**src/rtl/bvia_pkg.sv**
```systemverilog
package bvia_pkg;

  localparam int WIDTH = 32;
  localparam int CW    = $clog2(WIDTH);

  typedef logic [WIDTH-1:0] word_t;

  typedef enum logic [4:0] {
    OP_ADD  = 5'd0,  OP_SUB  = 5'd1,  OP_MUL  = 5'd2,  OP_DIV  = 5'd3,
    OP_AND  = 5'd4,  OP_OR   = 5'd5,  OP_XOR  = 5'd6,  OP_NAND = 5'd7,
    OP_NOR  = 5'd8,  OP_XNOR = 5'd9,  OP_NOT  = 5'd10, OP_NEG  = 5'd11,
    OP_INC  = 5'd12, OP_DEC  = 5'd13, OP_SHL  = 5'd14, OP_SHR  = 5'd15,
    OP_ROL  = 5'd16, OP_ROR  = 5'd17, OP_GT   = 5'd18, OP_LT   = 5'd19,
    OP_GE   = 5'd20, OP_LE   = 5'd21, OP_EQ   = 5'd22
  } op_t;

  // one beat as it travels down the row of divide cells
  typedef struct packed {
    word_t result;   // final value, or quotient bits being built
    word_t dvd;      // dividend, consumed msb first
    word_t dvs;      // divisor
    word_t rem;      // partial remainder
    logic  cmp;
    logic  dz;
    logic  is_div;
  } beat_t;

endpackage

```
**src/rtl/bvia_cell.sv**
```systemverilog
module bvia_cell import bvia_pkg::*; (
  input  logic  clk,
  input  logic  rst,
  input  logic  up_valid,
  input  beat_t up_beat,
  input  logic  dn_ready,
  output logic  ready,
  output logic  valid,
  output beat_t beat
);

  logic [WIDTH:0] trial;
  logic [WIDTH:0] diff;
  beat_t          beat_next;

  assign ready = !valid || dn_ready;

  // one restoring divide step: shift in a dividend bit, subtract if it fits
  always_comb begin
    trial     = {up_beat.rem, up_beat.dvd[WIDTH-1]};
    diff      = trial - {1'b0, up_beat.dvs};
    beat_next = up_beat;
    if (up_beat.is_div) begin
      beat_next.dvd    = up_beat.dvd << 1;
      beat_next.rem    = diff[WIDTH] ? trial[WIDTH-1:0] : diff[WIDTH-1:0];
      beat_next.result = {up_beat.result[WIDTH-2:0], !diff[WIDTH]};
    end
  end

  always_ff @(posedge clk) begin
    if (rst) begin
      valid <= 1'b0;
    end else if (ready) begin
      valid <= up_valid;
    end
  end

  always_ff @(posedge clk) begin
    if (ready) begin
      beat <= beat_next;
    end
  end

endmodule

```
**config.mk**
```make
export PLATFORM = sky130hd
export DESIGN_NAME = bvia_cell
export DESIGN_NICKNAME = d
export VERILOG_FILES = /design/src/rtl/bvia_pkg.sv /design/src/rtl/bvia_cell.sv
export SDC_FILE = /design/constraint.sdc
export NUM_CORES = 1
export LEC_CHECK = 0
export ABC_CLOCK_PERIOD_IN_PS = 10570
export BUFFER_PORTS_ARGS = -buffer_cell sky130_fd_sc_hd__buf_2
export CAP_MARGIN = 30
export CORE_UTILIZATION = 45
export CTS_CLUSTER_DIAMETER = 60
export CTS_CLUSTER_SIZE = 30
export DETAILED_ROUTE_END_ITERATION = 8
export MAX_ROUTING_LAYER = met4
export PLACE_DENSITY = 0.73
export RECOVER_POWER = 100
export SLEW_MARGIN = 20
export SYNTH_ARGS = -nofsm -noshare
export SYNTH_HDL_FRONTEND = slang
export SYNTH_SLANG_ARGS = --single-unit
```
**constraint.sdc**
```tcl
create_clock -name clk -period 10.57 [get_ports clk]
set_input_delay 1.5855 -clock clk [delete_from_list [all_inputs] [get_ports clk]]
set_output_delay 1.5855 -clock clk [all_outputs]
set_load 0.01 [all_outputs]
```
==> Word-level counts from Yosys, hierarchy flattened <==
Cells that the tools add are included.
{ "word_totals": {"ff_bits": 132, "out_inout_bits": 133, "word_cells": 16} }
{ "classes": {"n_addsub": 1, "mux": 3, "reduce_logical": 3} }
{ "op_table": {"columns": ["operator", "count"], "rows": [
  ["$mux W32", 2],
  ["$mux W64", 1],
  ["$sub A33 B32 Y33", 1],
  ["$logic_not A1 Y1", 2],
  ["$logic_or A1 B1 Y1", 1]
]} }

==> Logic depth before layout (Yosys ltp) <==
{ "logic_depth": {"ltp_word": 3, "mapped_depth": 14, "ltp_nobuf": 12} }

==> Worst setup path after synthesis <==
No wires, ideal clock.
{ "synth_timing": {"path_type": "input -> output", "from": "in dn_ready", "to": "out ready", "arrival_time_ps": 4834, "required_ps": 8985, "slack_ps": 4150, "stages": 1, "n_path_buf": 0, "cell_sequence": "nand2b_1"} }
{ "synth_via": {"elab_chain_len": 1} }
{ "synth_rtl": {"columns": ["item", "line", "text"], "rows": [
  ["from (decl)", "bvia_cell.sv:6", "input logic dn_ready,"],
  ["$logic_or A1 B1 Y1", "bvia_cell.sv:16", "assign ready = !valid || dn_ready;"],
  ["to (decl)", "bvia_cell.sv:7", "output logic ready,"]
]} }
Every way passes these cells.

==> Worst setup path in the final report <==
{ "layout_timing": {"from": "in dn_ready", "to": "reg beat[99] in the netlist's numbering, enable pin"} }
{ "layout_via": {"elab_chain_len": 1} }
{ "layout_rtl": {"columns": ["item", "line", "text"], "rows": [
  ["$logic_or A1 B1 Y1", "bvia_cell.sv:16", null],
  ["to (signal assigned)", "bvia_cell.sv:40", "beat <= beat_next;"],
  ["to (decl)", "bvia_cell.sv:9", "output beat_t beat"]
]} }
Every way passes these cells.
A chain may end at the register's enable or synchronous reset.

==> impl_results.md <==
- IO Count: 268
- CTS clk-pin slew, worst paths: 0.06 ns
- Failing checks: capacitance limit, slew limit
- Worst slew pin tran: 3.89 ns
- Clock root buffer: clkbuf_16
- Worst-Skew Late Latency: 0.42 ns
- CP dominant cell by count: clkbuf_1
- Setup Skew: 0.00613 ns
- Asr flop ratio synth: 0%
- Initial Utilization: 46.5%
- Worst path arrival time: 7.03 ns
- Delay-heaviest family, CP: buffers and inverters
- Crit-path max FO: 72
- Hold Path Cell Cnt: 2
- Clk buf depth: 2
- First-pass GRT wire length: 27.6 mm
- Max cap viols: 4
- DR iter-0 viols: 285
- Maximum vdd ir drop: 0.101 mV
- GP Congestion: 0.850
- Pleak: 0.00370 uW
- DP HPWL: 13.7 mm
- Grt total ovfl: 0
- Area of the multi-input gates: 0.00291 sq mm
- Grt met1 use: 26.0%
- IO Port Bufs: 267
- EDFF count, synth: 131
- Final period util: 66.9%
- Worst path buffer plus inverter count: 3
- M3 GR Usage: 5.51%
- Cts hold-fix bufs: 0
- R2R cell count: 3
- Synth cell types: 51
- Required @ worst endpoint: 10.52 ns
- Initial antenna violation count: 0
- Slowest stage delay, CP: 2.74 ns
- Met2 Usage GRT: 39.8%
- Slew Limit Fails: 270
- Pre-antenna DRT Iters: 5
- Fillcell total: 1403
- Syn avg cell area: 11.7 sq um
- Seq. cell area: 0.00395 sq mm
- WP depth: 4
- Busiest grt layer: met2
- Tot Pwr: 1520 uW
- Fin crit period: 7.07 ns
- TritonCTS clock tree: yes
- Final #Nets: 1044
- Wire per inst: 16.7 microns
- Final Setup Violations: 0
- Crit path capture type: flop
- Drt drc: 0
- Crit-path slowest cell: clkbuf_1
- Sum Neg Setup Slack: 0 ns
- Seq/Total Area, Yosys: 55.3%
- CTS sink cnt: 132
- Post-route ant nets: 0
- Synth Net Count: 778
- Vias: 5777
- Cts repair resizes: 0
- Pwr dens: 169 mW/mm^2
- Outcome: finished, violations left
- CTS buffer count: 17
- Core ar.: 0.0154 sq mm
- Die Y: 128 microns
- Layout area overhead: 26.2%
- Die ar.: 0.0164 sq mm
- Post-CTS setup buffer count: 0
- Fin. Hold Viols: 0
- Yosys Warn Count: 0
- Worst min path class: in2reg
- GRT Total Usage: 22.9%
- Top FF cell, synth: edfxtp_1
- Number of global-route vias before repair: 5396
- Vias per cell: 5.25
- CP cell instances: buf_2 > nand2b_1 > clkbuf_1 > clkbuf_1
- CTS H-Tree Depth: 4
- Fmax: 0.141 GHz
- Rel. slew slack: -159%
- FF+latch count, synth: 132
- Critical path launch point type: primary input
- Area of the mapped netlist: 0.00715 sq mm
- Chip width: 128 microns
- WL final: 18.4 mm
- Largest net degree at the start of global routing: 88
- Synth Instances: 610
- Layout cells sized above 1: 24.6%
- Worst Setup Path Type: in2reg
- Row cnt: 45
- RSZ-0062 raised after global routing: false
-- layout make-up --
| type | instances | share of cell area (%) |
|---|---|---|
| clock buffers | 17 | 4.72 |
| flip-flops and latches | 132 | 43.8 |
| well taps | 211 | 2.93 |
| diodes | 1 | 0.0277 |
| repair buffers | 271 | 12.9 |
| clock inverters | 15 | 1.62 |
| inverters | 42 | 1.75 |
| multi-input cells | 412 | 32.2 |
-- path summary, 6_finish.rpt --
| path | end | startpoint | slack, ns |
|---|---|---|---|
| setup / recovery | beat[99]$_DFFE_PP_ | dn_ready | 3.50 |
| hold / removal | valid$_SDFFE_PP0P_ | rst | 1.32 |
| setup reg to reg | beat[99]$_DFFE_PP_ | valid$_SDFFE_PP0P_ | 4.45 |
| hold reg to reg | beat[77]$_DFFE_PP_ | valid$_SDFFE_PP0P_ | 2.39 |
-- layer usage --
layer  part of all wire (%)  routed length [microns]  up-vias
met5                      0                        0        -
met4                    1.1                      195        0
met3                    7.1                     1310       16
met2                     51                     9340      250
met1                     41                     7520     2714
li1                       -                        -     2797
-- stage by stage --
step           hold WS (ns)  setup WS [ns]  instance area, sq um  utilization, %  cells
2_1_floorplan          1.65           4.15                  7150               -    610
3_3_place_gp           1.09           5.57                  8690            56.5   1068
3_5_place_dp           1.13           5.52                  8690            56.5   1068
4_1_cts                1.14           5.93                  9260            60.2   1100
5_1_grt                1.32           3.03                  9020            58.7   1100
6_report               1.32           3.50                  9020            58.7   1101
-- synthesized netlist by cell type (2+ instances only) --
| library cell | number | area share [%] |
|---|---|---|
| and2_1 | 3 | 0.26 |
| nor2_1 | 44 | 2.3 |
| xnor2_1 | 16 | 2.0 |
| ha_1 | 32 | 5.6 |
| edfxtp_1 | 131 | 55 |
| o21bai_1 | 4 | 0.42 |
| a211oi_1 | 2 | 0.21 |
| a31oi_1 | 30 | 2.6 |
| or3_1 | 4 | 0.35 |
| a21o_1 | 11 | 1.2 |
| xor2_1 | 8 | 0.98 |
| nand2_1 | 71 | 3.7 |
| nand2b_1 | 4 | 0.35 |
| mux2_2 | 63 | 9.9 |
| o31ai_1 | 4 | 0.42 |
| nand4_1 | 3 | 0.26 |
| o2111ai_1 | 2 | 0.25 |
| and3_1 | 4 | 0.35 |
| or2_2 | 2 | 0.17 |
| o311ai_0 | 2 | 0.25 |
| inv_1 | 42 | 2.2 |
| a31o_2 | 4 | 0.49 |
| nand3b_1 | 3 | 0.31 |
| a21oi_1 | 30 | 2.1 |
| nand3_1 | 11 | 0.77 |
| nor3_1 | 10 | 0.70 |
| nor2b_1 | 3 | 0.26 |
| and3_4 | 2 | 0.31 |
| o221ai_1 | 2 | 0.25 |
| o21ai_0 | 16 | 1.1 |
| mux2_4 | 2 | 0.42 |
| buf_2 | 4 | 0.28 |
| o21a_1 | 5 | 0.53 |
| clkbuf_1 | 19 | 1.0 |
-- cells by family (layout without fill, tap and decap cells) --
group,after synthesis,in the layout,share of synthesized area [%]
DFF,132,132,55.3
xor gates and xnor gates,24,24,2.94
other,0,1,0
adders and majority gates,33,33,5.88
and+or+nand+nor,167,167,10.5
AOI/OAI and AO/OA,123,123,11.4
muxes,65,65,10.3
buffers and inverters,66,345,3.64
-- cells in the final DEF (no fill, tap or decap), drive strengths merged, types with 3 or more instances in the layout --
master and n:
a21o 11, a21oi 30, a31o 4, a31oi 30, and2 3, and3 6, buf 116, clkbuf 172
clkinv 4, clkinvlp 3, edfxtp 131, ha 32, inv 49, mux2 65, nand2 71, nand2b 4
nand3 11, nand3b 3, nand4 3, nor2 44, nor2b 3, nor3 10, o21a 5, o21ai 16
o21bai 4, o31ai 5, or3 4, xnor2 16, xor2 8
-- flip-flops by register name, summed over array words and instances, names as in the netlist --
name,count
beat,131
valid,1
-- power breakdown --
part | switching [uW] | total (uW) | internal [uW]
combinational | 175 | 294 | 120
clock | 245 | 575 | 330
sequential | 15.2 | 654 | 639
total | 435 | 1520 | 1090
Note: power is estimated with default switching activity, not from simulation.
