[src/rtl/bvia_pkg.sv]
package bvia_pkg;

  localparam int WIDTH = 32;
  localparam int CW    = $clog2(WIDTH);

  typedef logic [WIDTH-1:0] word_t;

  typedef enum logic [4:0] {
    OP_ADD  = 5'd0,  OP_SUB  = 5'd1,  OP_MUL  = 5'd2,  OP_DIV  = 5'd3,
    OP_AND  = 5'd4,  OP_OR   = 5'd5,  OP_XOR  = 5'd6,  OP_NAND = 5'd7,
    OP_NOR  = 5'd8,  OP_XNOR = 5'd9,  OP_NOT  = 5'd10, OP_NEG  = 5'd11,
    OP_INC  = 5'd12, OP_DEC  = 5'd13, OP_SHL  = 5'd14, OP_SHR  = 5'd15,
    OP_ROL  = 5'd16, OP_ROR  = 5'd17, OP_GT   = 5'd18, OP_LT   = 5'd19,
    OP_GE   = 5'd20, OP_LE   = 5'd21, OP_EQ   = 5'd22
  } op_t;

  // one beat as it travels down the row of divide cells
  typedef struct packed {
    word_t result;   // final value, or quotient bits being built
    word_t dvd;      // dividend, consumed msb first
    word_t dvs;      // divisor
    word_t rem;      // partial remainder
    logic  cmp;
    logic  dz;
    logic  is_div;
  } beat_t;

endpackage

[src/rtl/bvia_front.sv]
module bvia_front import bvia_pkg::*; (
  input  logic [4:0]    op,
  input  word_t         operand_a,
  input  word_t         operand_b,
  input  logic [CW-1:0] shift_count,
  input  logic          signed_mode,
  output beat_t         beat
);

  word_t                a_key;
  word_t                b_key;
  logic [2*WIDTH-1:0]   dbl;
  logic [2*WIDTH-1:0]   rol_w;
  logic [2*WIDTH-1:0]   ror_w;

  assign a_key = signed_mode ? (operand_a ^ {1'b1, {(WIDTH-1){1'b0}}}) : operand_a;
  assign b_key = signed_mode ? (operand_b ^ {1'b1, {(WIDTH-1){1'b0}}}) : operand_b;
  assign dbl   = {operand_a, operand_a};
  assign rol_w = dbl << shift_count;
  assign ror_w = dbl >> shift_count;

  always_comb begin
    beat        = '0;
    beat.dvd    = operand_a;
    beat.dvs    = operand_b;
    unique case (op)
      OP_ADD:  beat.result = operand_a + operand_b;
      OP_SUB:  beat.result = operand_a - operand_b;
      OP_MUL:  beat.result = operand_a * operand_b;
      OP_DIV: begin
        if (operand_b == '0) begin
          beat.result = '1;
          beat.dz     = 1'b1;
        end else begin
          beat.is_div = 1'b1;
        end
      end
      OP_AND:  beat.result = operand_a & operand_b;
      OP_OR:   beat.result = operand_a | operand_b;
      OP_XOR:  beat.result = operand_a ^ operand_b;
      OP_NAND: beat.result = ~(operand_a & operand_b);
      OP_NOR:  beat.result = ~(operand_a | operand_b);
      OP_XNOR: beat.result = ~(operand_a ^ operand_b);
      OP_NOT:  beat.result = ~operand_a;
      OP_NEG:  beat.result = '0 - operand_a;
      OP_INC:  beat.result = operand_a + word_t'(1);
      OP_DEC:  beat.result = operand_a - word_t'(1);
      OP_SHL:  beat.result = operand_a << shift_count;
      OP_SHR:  beat.result = signed_mode ? word_t'($signed(operand_a) >>> shift_count)
                                         : (operand_a >> shift_count);
      OP_ROL:  beat.result = rol_w[2*WIDTH-1:WIDTH];
      OP_ROR:  beat.result = ror_w[WIDTH-1:0];
      OP_GT:   beat.cmp = a_key > b_key;
      OP_LT:   beat.cmp = a_key < b_key;
      OP_GE:   beat.cmp = a_key >= b_key;
      OP_LE:   beat.cmp = a_key <= b_key;
      OP_EQ:   beat.cmp = operand_a == operand_b;
      default: beat = '0;
    endcase
  end

endmodule

[config.mk]
export PLATFORM = sky130hd
export DESIGN_NAME = bvia_front
export DESIGN_NICKNAME = d
export VERILOG_FILES = /design/src/rtl/bvia_pkg.sv /design/src/rtl/bvia_front.sv
export SDC_FILE = /design/constraint.sdc
export NUM_CORES = 2
export LEC_CHECK = 0
export ABC_CLOCK_PERIOD_IN_PS = 35600
export BUFFER_PORTS_ARGS = -buffer_cell sky130_fd_sc_hd__buf_2
export CORE_ASPECT_RATIO = 1.75
export CORE_MARGIN = 2
export CORE_UTILIZATION = 30
export DETAILED_ROUTE_END_ITERATION = 7
export MAX_ROUTING_LAYER = met4
export PLACE_DENSITY = 0.45
export SLEW_MARGIN = 5
export SYNTH_ARGS = -nofsm -noshare
export SYNTH_HDL_FRONTEND = slang
export SYNTH_SLANG_ARGS = --single-unit
[constraint.sdc]
create_clock -name vclk -period 35.6
set_clock_uncertainty 0.15 [all_clocks]
set_input_delay 10.68 -clock vclk [all_inputs]
set_output_delay 10.68 -clock vclk [all_outputs]
set_load 0.01 [all_outputs]
Word-level counts from Yosys, hierarchy flattened
Index checks and enable logic that the tools add are counted.
{"block": "op_classes", "n_addsub": 5, "mul": 1, "n_div": 0, "order_cmp": 4, "n_eq_ne": 23, "shift": 5, "muxes": 10, "bitwise": 9, "n_reduce_logical": 3}
{"op": "32-bit case mux with 18 select lines", "count": 1}
{"op": "32-bit two-way mux", "count": 4}
{"op": "32-bit NOT", "count": 4}
{"op": "96-bit two-way mux", "count": 1}
{"op": "64-bit by 5-bit left shift with 64-bit output", "count": 1}
{"op": "64-bit by 5-bit right shift with 32-bit output", "count": 1}
{"op": "5-bit by 4-bit equality test with 1-bit output, second input constant", "count": 8}
{"op": "5-bit equality test, second input constant", "count": 7}
{"op": "32-bit by 1-bit adder with 32-bit output, second input constant", "count": 1}
{"op": "32-bit adder", "count": 1}
{"op": "32-bit bitwise AND", "count": 1}
{"op": "32-bit equality test", "count": 1}
{"op": "32-bit >= comparator", "count": 1}
{"op": "32-bit greater-than comparator", "count": 1}
{"op": "32-bit less-or-equal comparator", "count": 1}
{"op": "32-bit zero test", "count": 1}
{"op": "32-bit less-than comparator", "count": 1}
{"op": "32-bit by 32-bit multiplier with 32-bit output", "count": 1}
{"op": "32-bit OR", "count": 1}
{"op": "32-bit by 5-bit left shift with 32-bit output", "count": 1}
{"op": "32-bit by 5-bit right shift with 32-bit output", "count": 1}
{"op": "32-bit by 5-bit >>> shifter with 32-bit output", "count": 1}
{"op": "1-bit by 32-bit subtractor with 32-bit output, first input constant", "count": 1}
{"op": "32-bit by 1-bit subtractor with 32-bit output, second input constant", "count": 1}
{"op": "11 further kinds", "count": 17}
{"block": "word_totals", "ff_bits": 0, "latch_bits": 0, "ram_bits": 0, "rom_bits": 0, "in_bits": 75, "output_inout_bits": 131, "elab_cells": 60, "n_memories": 0}

Depth between registers and ports, before layout
{"block": "depth", "depth_word": 4, "mapped_depth": 31, "ltp_nobuf": 29}

Worst setup path after synthesis
Ideal clock, no wire load.
{"block": "synth_path", "path_kind": "input -> output", "start": "input operand_a[12]", "end": "output beat[129] (netlist bit)", "t_arrival_ns": 17.460, "t_required_ns": 24.770, "setup_slack_ns": 7.310, "cell_stages": 27, "n_path_buf": 4, "cell_sequence": "clkbuf_1 -> clkbuf_1 -> inv_1 -> buf_1 -> nor2_1 -> fa_1 -> fa_1 -> fa_1 -> fa_1 -> inv_1 -> fa_1 -> fa_1 -> inv_1 -> fa_1 -> fa_1 -> ha_1 -> clkbuf_1 -> a21oi_1 -> o22ai_1 -> a221oi_1 -> nand3_1 -> nor3_1 -> nand2_1 -> a2111oi_0 -> o21ai_0 -> a41oi_1 -> nand4_1"}
{"element": "start, declared", "line_no": "bvia_front.sv:3", "source": "input word_t operand_a,"}
{"element": "end, declared", "line_no": "bvia_front.sv:7", "source": "output beat_t beat"}

==> impl_metrics.ini <==
[yosys]
synth_compound_area_frac = 0.162
syn_area_per_cell_sq_um = 7.33
ys.warnings.count = 0
seq_area_frac_synth = 0
yosys.area_share.xor_xnor = 0.0556
yosys-mux-area-fraction = 0.0525
synth_fa_ha_area_frac = 0.410
synth_top_family_by_area = adder cells
syn-cell-area_sq_mm = 0.0277
syn_inst = 3782
synthSimpleGateAreaFrac = 0.212
synth.distinct_cells = 80

[worst_setup_path]
end_kind = output port
worst-path-stages = 26
worst-setup-path-type = input pin to output port
crit_required_ns = 24.77
max_stage_delay_ns = 0.78
cp_slowest_cell = o311ai_0
crit_top_cell = fa_1
cp-startpoint = operand_a[10]
critPathBufInv = 5
crit_fanout = 17
crit_family = adder cells
cp-start-kind = input pin
crit_arrival_ns = 19.61

[placed_design]
numPortBuffers = 174
placed_cell_area_sq_mm = 0.0298
place.gp.congestion = 1.06
dp_hpwl_mm = 129

[finish]
fin_util = 0.326
drive_gt1_frac = 0.0939
clock_buffers = 0
syn_to_final_growth_pct = 7.64
fillers = 10185
final_area_sq_mm = 0.0298
design.seq.count = 0
regArea_sq_um = 0
layout.nets = 4540

[timing]
rsz0062_at_grt = no
timing.slew.headroom = 0.0214
setup_tns_ns = 0
hold-worst-slack_ns = 21.67
period_minus_slack_ns = 30.44
tightest_slew_ns = 1.46
finalSetupViolCount = 0
drv_slew = 0
finalHoldViolCount = 0
post-route-period-util = 0.855
timing.fmax_mhz = 32.9

[floorplan]
core_area_sq_mm = 0.0916
die_h_um = 406
rows = 147
start_util = 0.303
die_x_um = 234
ios = 206
die-area_sq_mm = 0.0950

[routing]
drc = 0
routedWlPerCell_um = 32.5
ant_nets = 0
wirelength_mm = 163
num_vias = 29069
avgViaCountPerCell = 5.80
detail_route.iter0.violations = 2596
drt_pass1_iterations = 6

[global_route]
grt_max_degree = 55
grtUsageMet2 = 0.585
antenna_found_initial = 20
track_usage = 0.355
grt_overflow = 0
grt_pass1_vias = 30087
grt.met3_usage = 0.0659
grt.met1_usage = 0.362
busiest_layer = met2
grt_pass1_wl_mm = 229

[flow_run]
maxCapViolCount = 0

[worst_hold_path]
hold_class = input pin to output port
min-delay-start = operand_b[29]
worstHoldPathCells = 3

[clocking]
hold_buffers = 0
cts_resized = 0
postCtsSetupBuffers = 0

[outcome]
outcome = complete, no violations
## metal layers
metal | routed length (um) | vias to the layer above
li1 | - | 12374
met1 | 56100 | 14578
met2 | 78800 | 1510
met3 | 9940 | 607
met4 | 18100 | 0
met5 | 0 | -
## stage by stage
stage	cells	setup WS [ns]
after floorplan	3813	7.31
after global placement	4991	5.27
after detailed placement	4991	5.24
after CTS	4991	5.21
after global routing	5010	4.83
final	5010	5.16
## tightest hold or removal path: stages
cell and delay (ns):
buf_2 0.17, and2_1 0.16, buf_2 0.13
## path summary, 6_finish.rpt
| path | endpoint | slack [ns] |
|---|---|---|
| max | beat[129] | 5.16 |
| min | beat[64] | 21.67 |
## logic make-up (layout without fill, tap and decap cells)
group / after synthesis / after routing
compound gates: 722 / 722
simple gates: 1331 / 1331
fa+ha+maj: 662 / 662
other cells: 1 / 49
xor+xnor: 176 / 176
mux: 123 / 123
buf+inv: 767 / 755
## Yosys cell counts (30+ instances only)
| library cell | instances | area share |
|---|---|---|
| o211ai_1 | 39 | 0.011 |
| nor2_1 | 601 | 0.081 |
| a211oi_1 | 32 | 0.0087 |
| and2_1 | 77 | 0.017 |
| nand2_1 | 365 | 0.049 |
| nor3_1 | 68 | 0.012 |
| nand3_1 | 41 | 0.0074 |
| clkbuf_1 | 202 | 0.027 |
| inv_1 | 461 | 0.062 |
| nand2b_1 | 37 | 0.0083 |
| xnor2_1 | 144 | 0.045 |
| buf_1 | 45 | 0.0061 |
| fa_1 | 410 | 0.30 |
| ha_1 | 252 | 0.11 |
| a21oi_1 | 198 | 0.036 |
| mux2i_1 | 87 | 0.031 |
| xor2_1 | 32 | 0.010 |
| o22ai_1 | 30 | 0.0068 |
| o21ai_0 | 219 | 0.040 |
| buf_4 | 33 | 0.0089 |
## placed cells by master (no fill, tap or decap), drive strengths merged, types with 20 or more instances in the layout
| cell type | instances |
|---|---|
| o221ai | 25 |
| inv | 470 |
| nand2 | 365 |
| xnor2 | 144 |
| nor2 | 601 |
| mux2i | 87 |
| a21oi | 198 |
| nand3 | 41 |
| xor2 | 32 |
| fa | 410 |
| nor4 | 26 |
| o21ai | 223 |
| nor3 | 69 |
| nor2b | 25 |
| and2 | 78 |
| conb | 32 |
| nand2b | 37 |
| mux2 | 20 |
| o22ai | 30 |
| a211oi | 32 |
| ha | 252 |
| a21o | 25 |
| buf | 273 |
| o211ai | 39 |
## area by class of cell
class | instances | area, sq um | area share
Antenna cell | 17 | 42.5 | 0.00143
Multi-Input combinational cell | 3046 | 24900 | 0.833
Tap cell | 1192 | 1490 | 0.0500
Timing Repair Buffer | 273 | 1630 | 0.0545
Inverter | 482 | 1810 | 0.0606
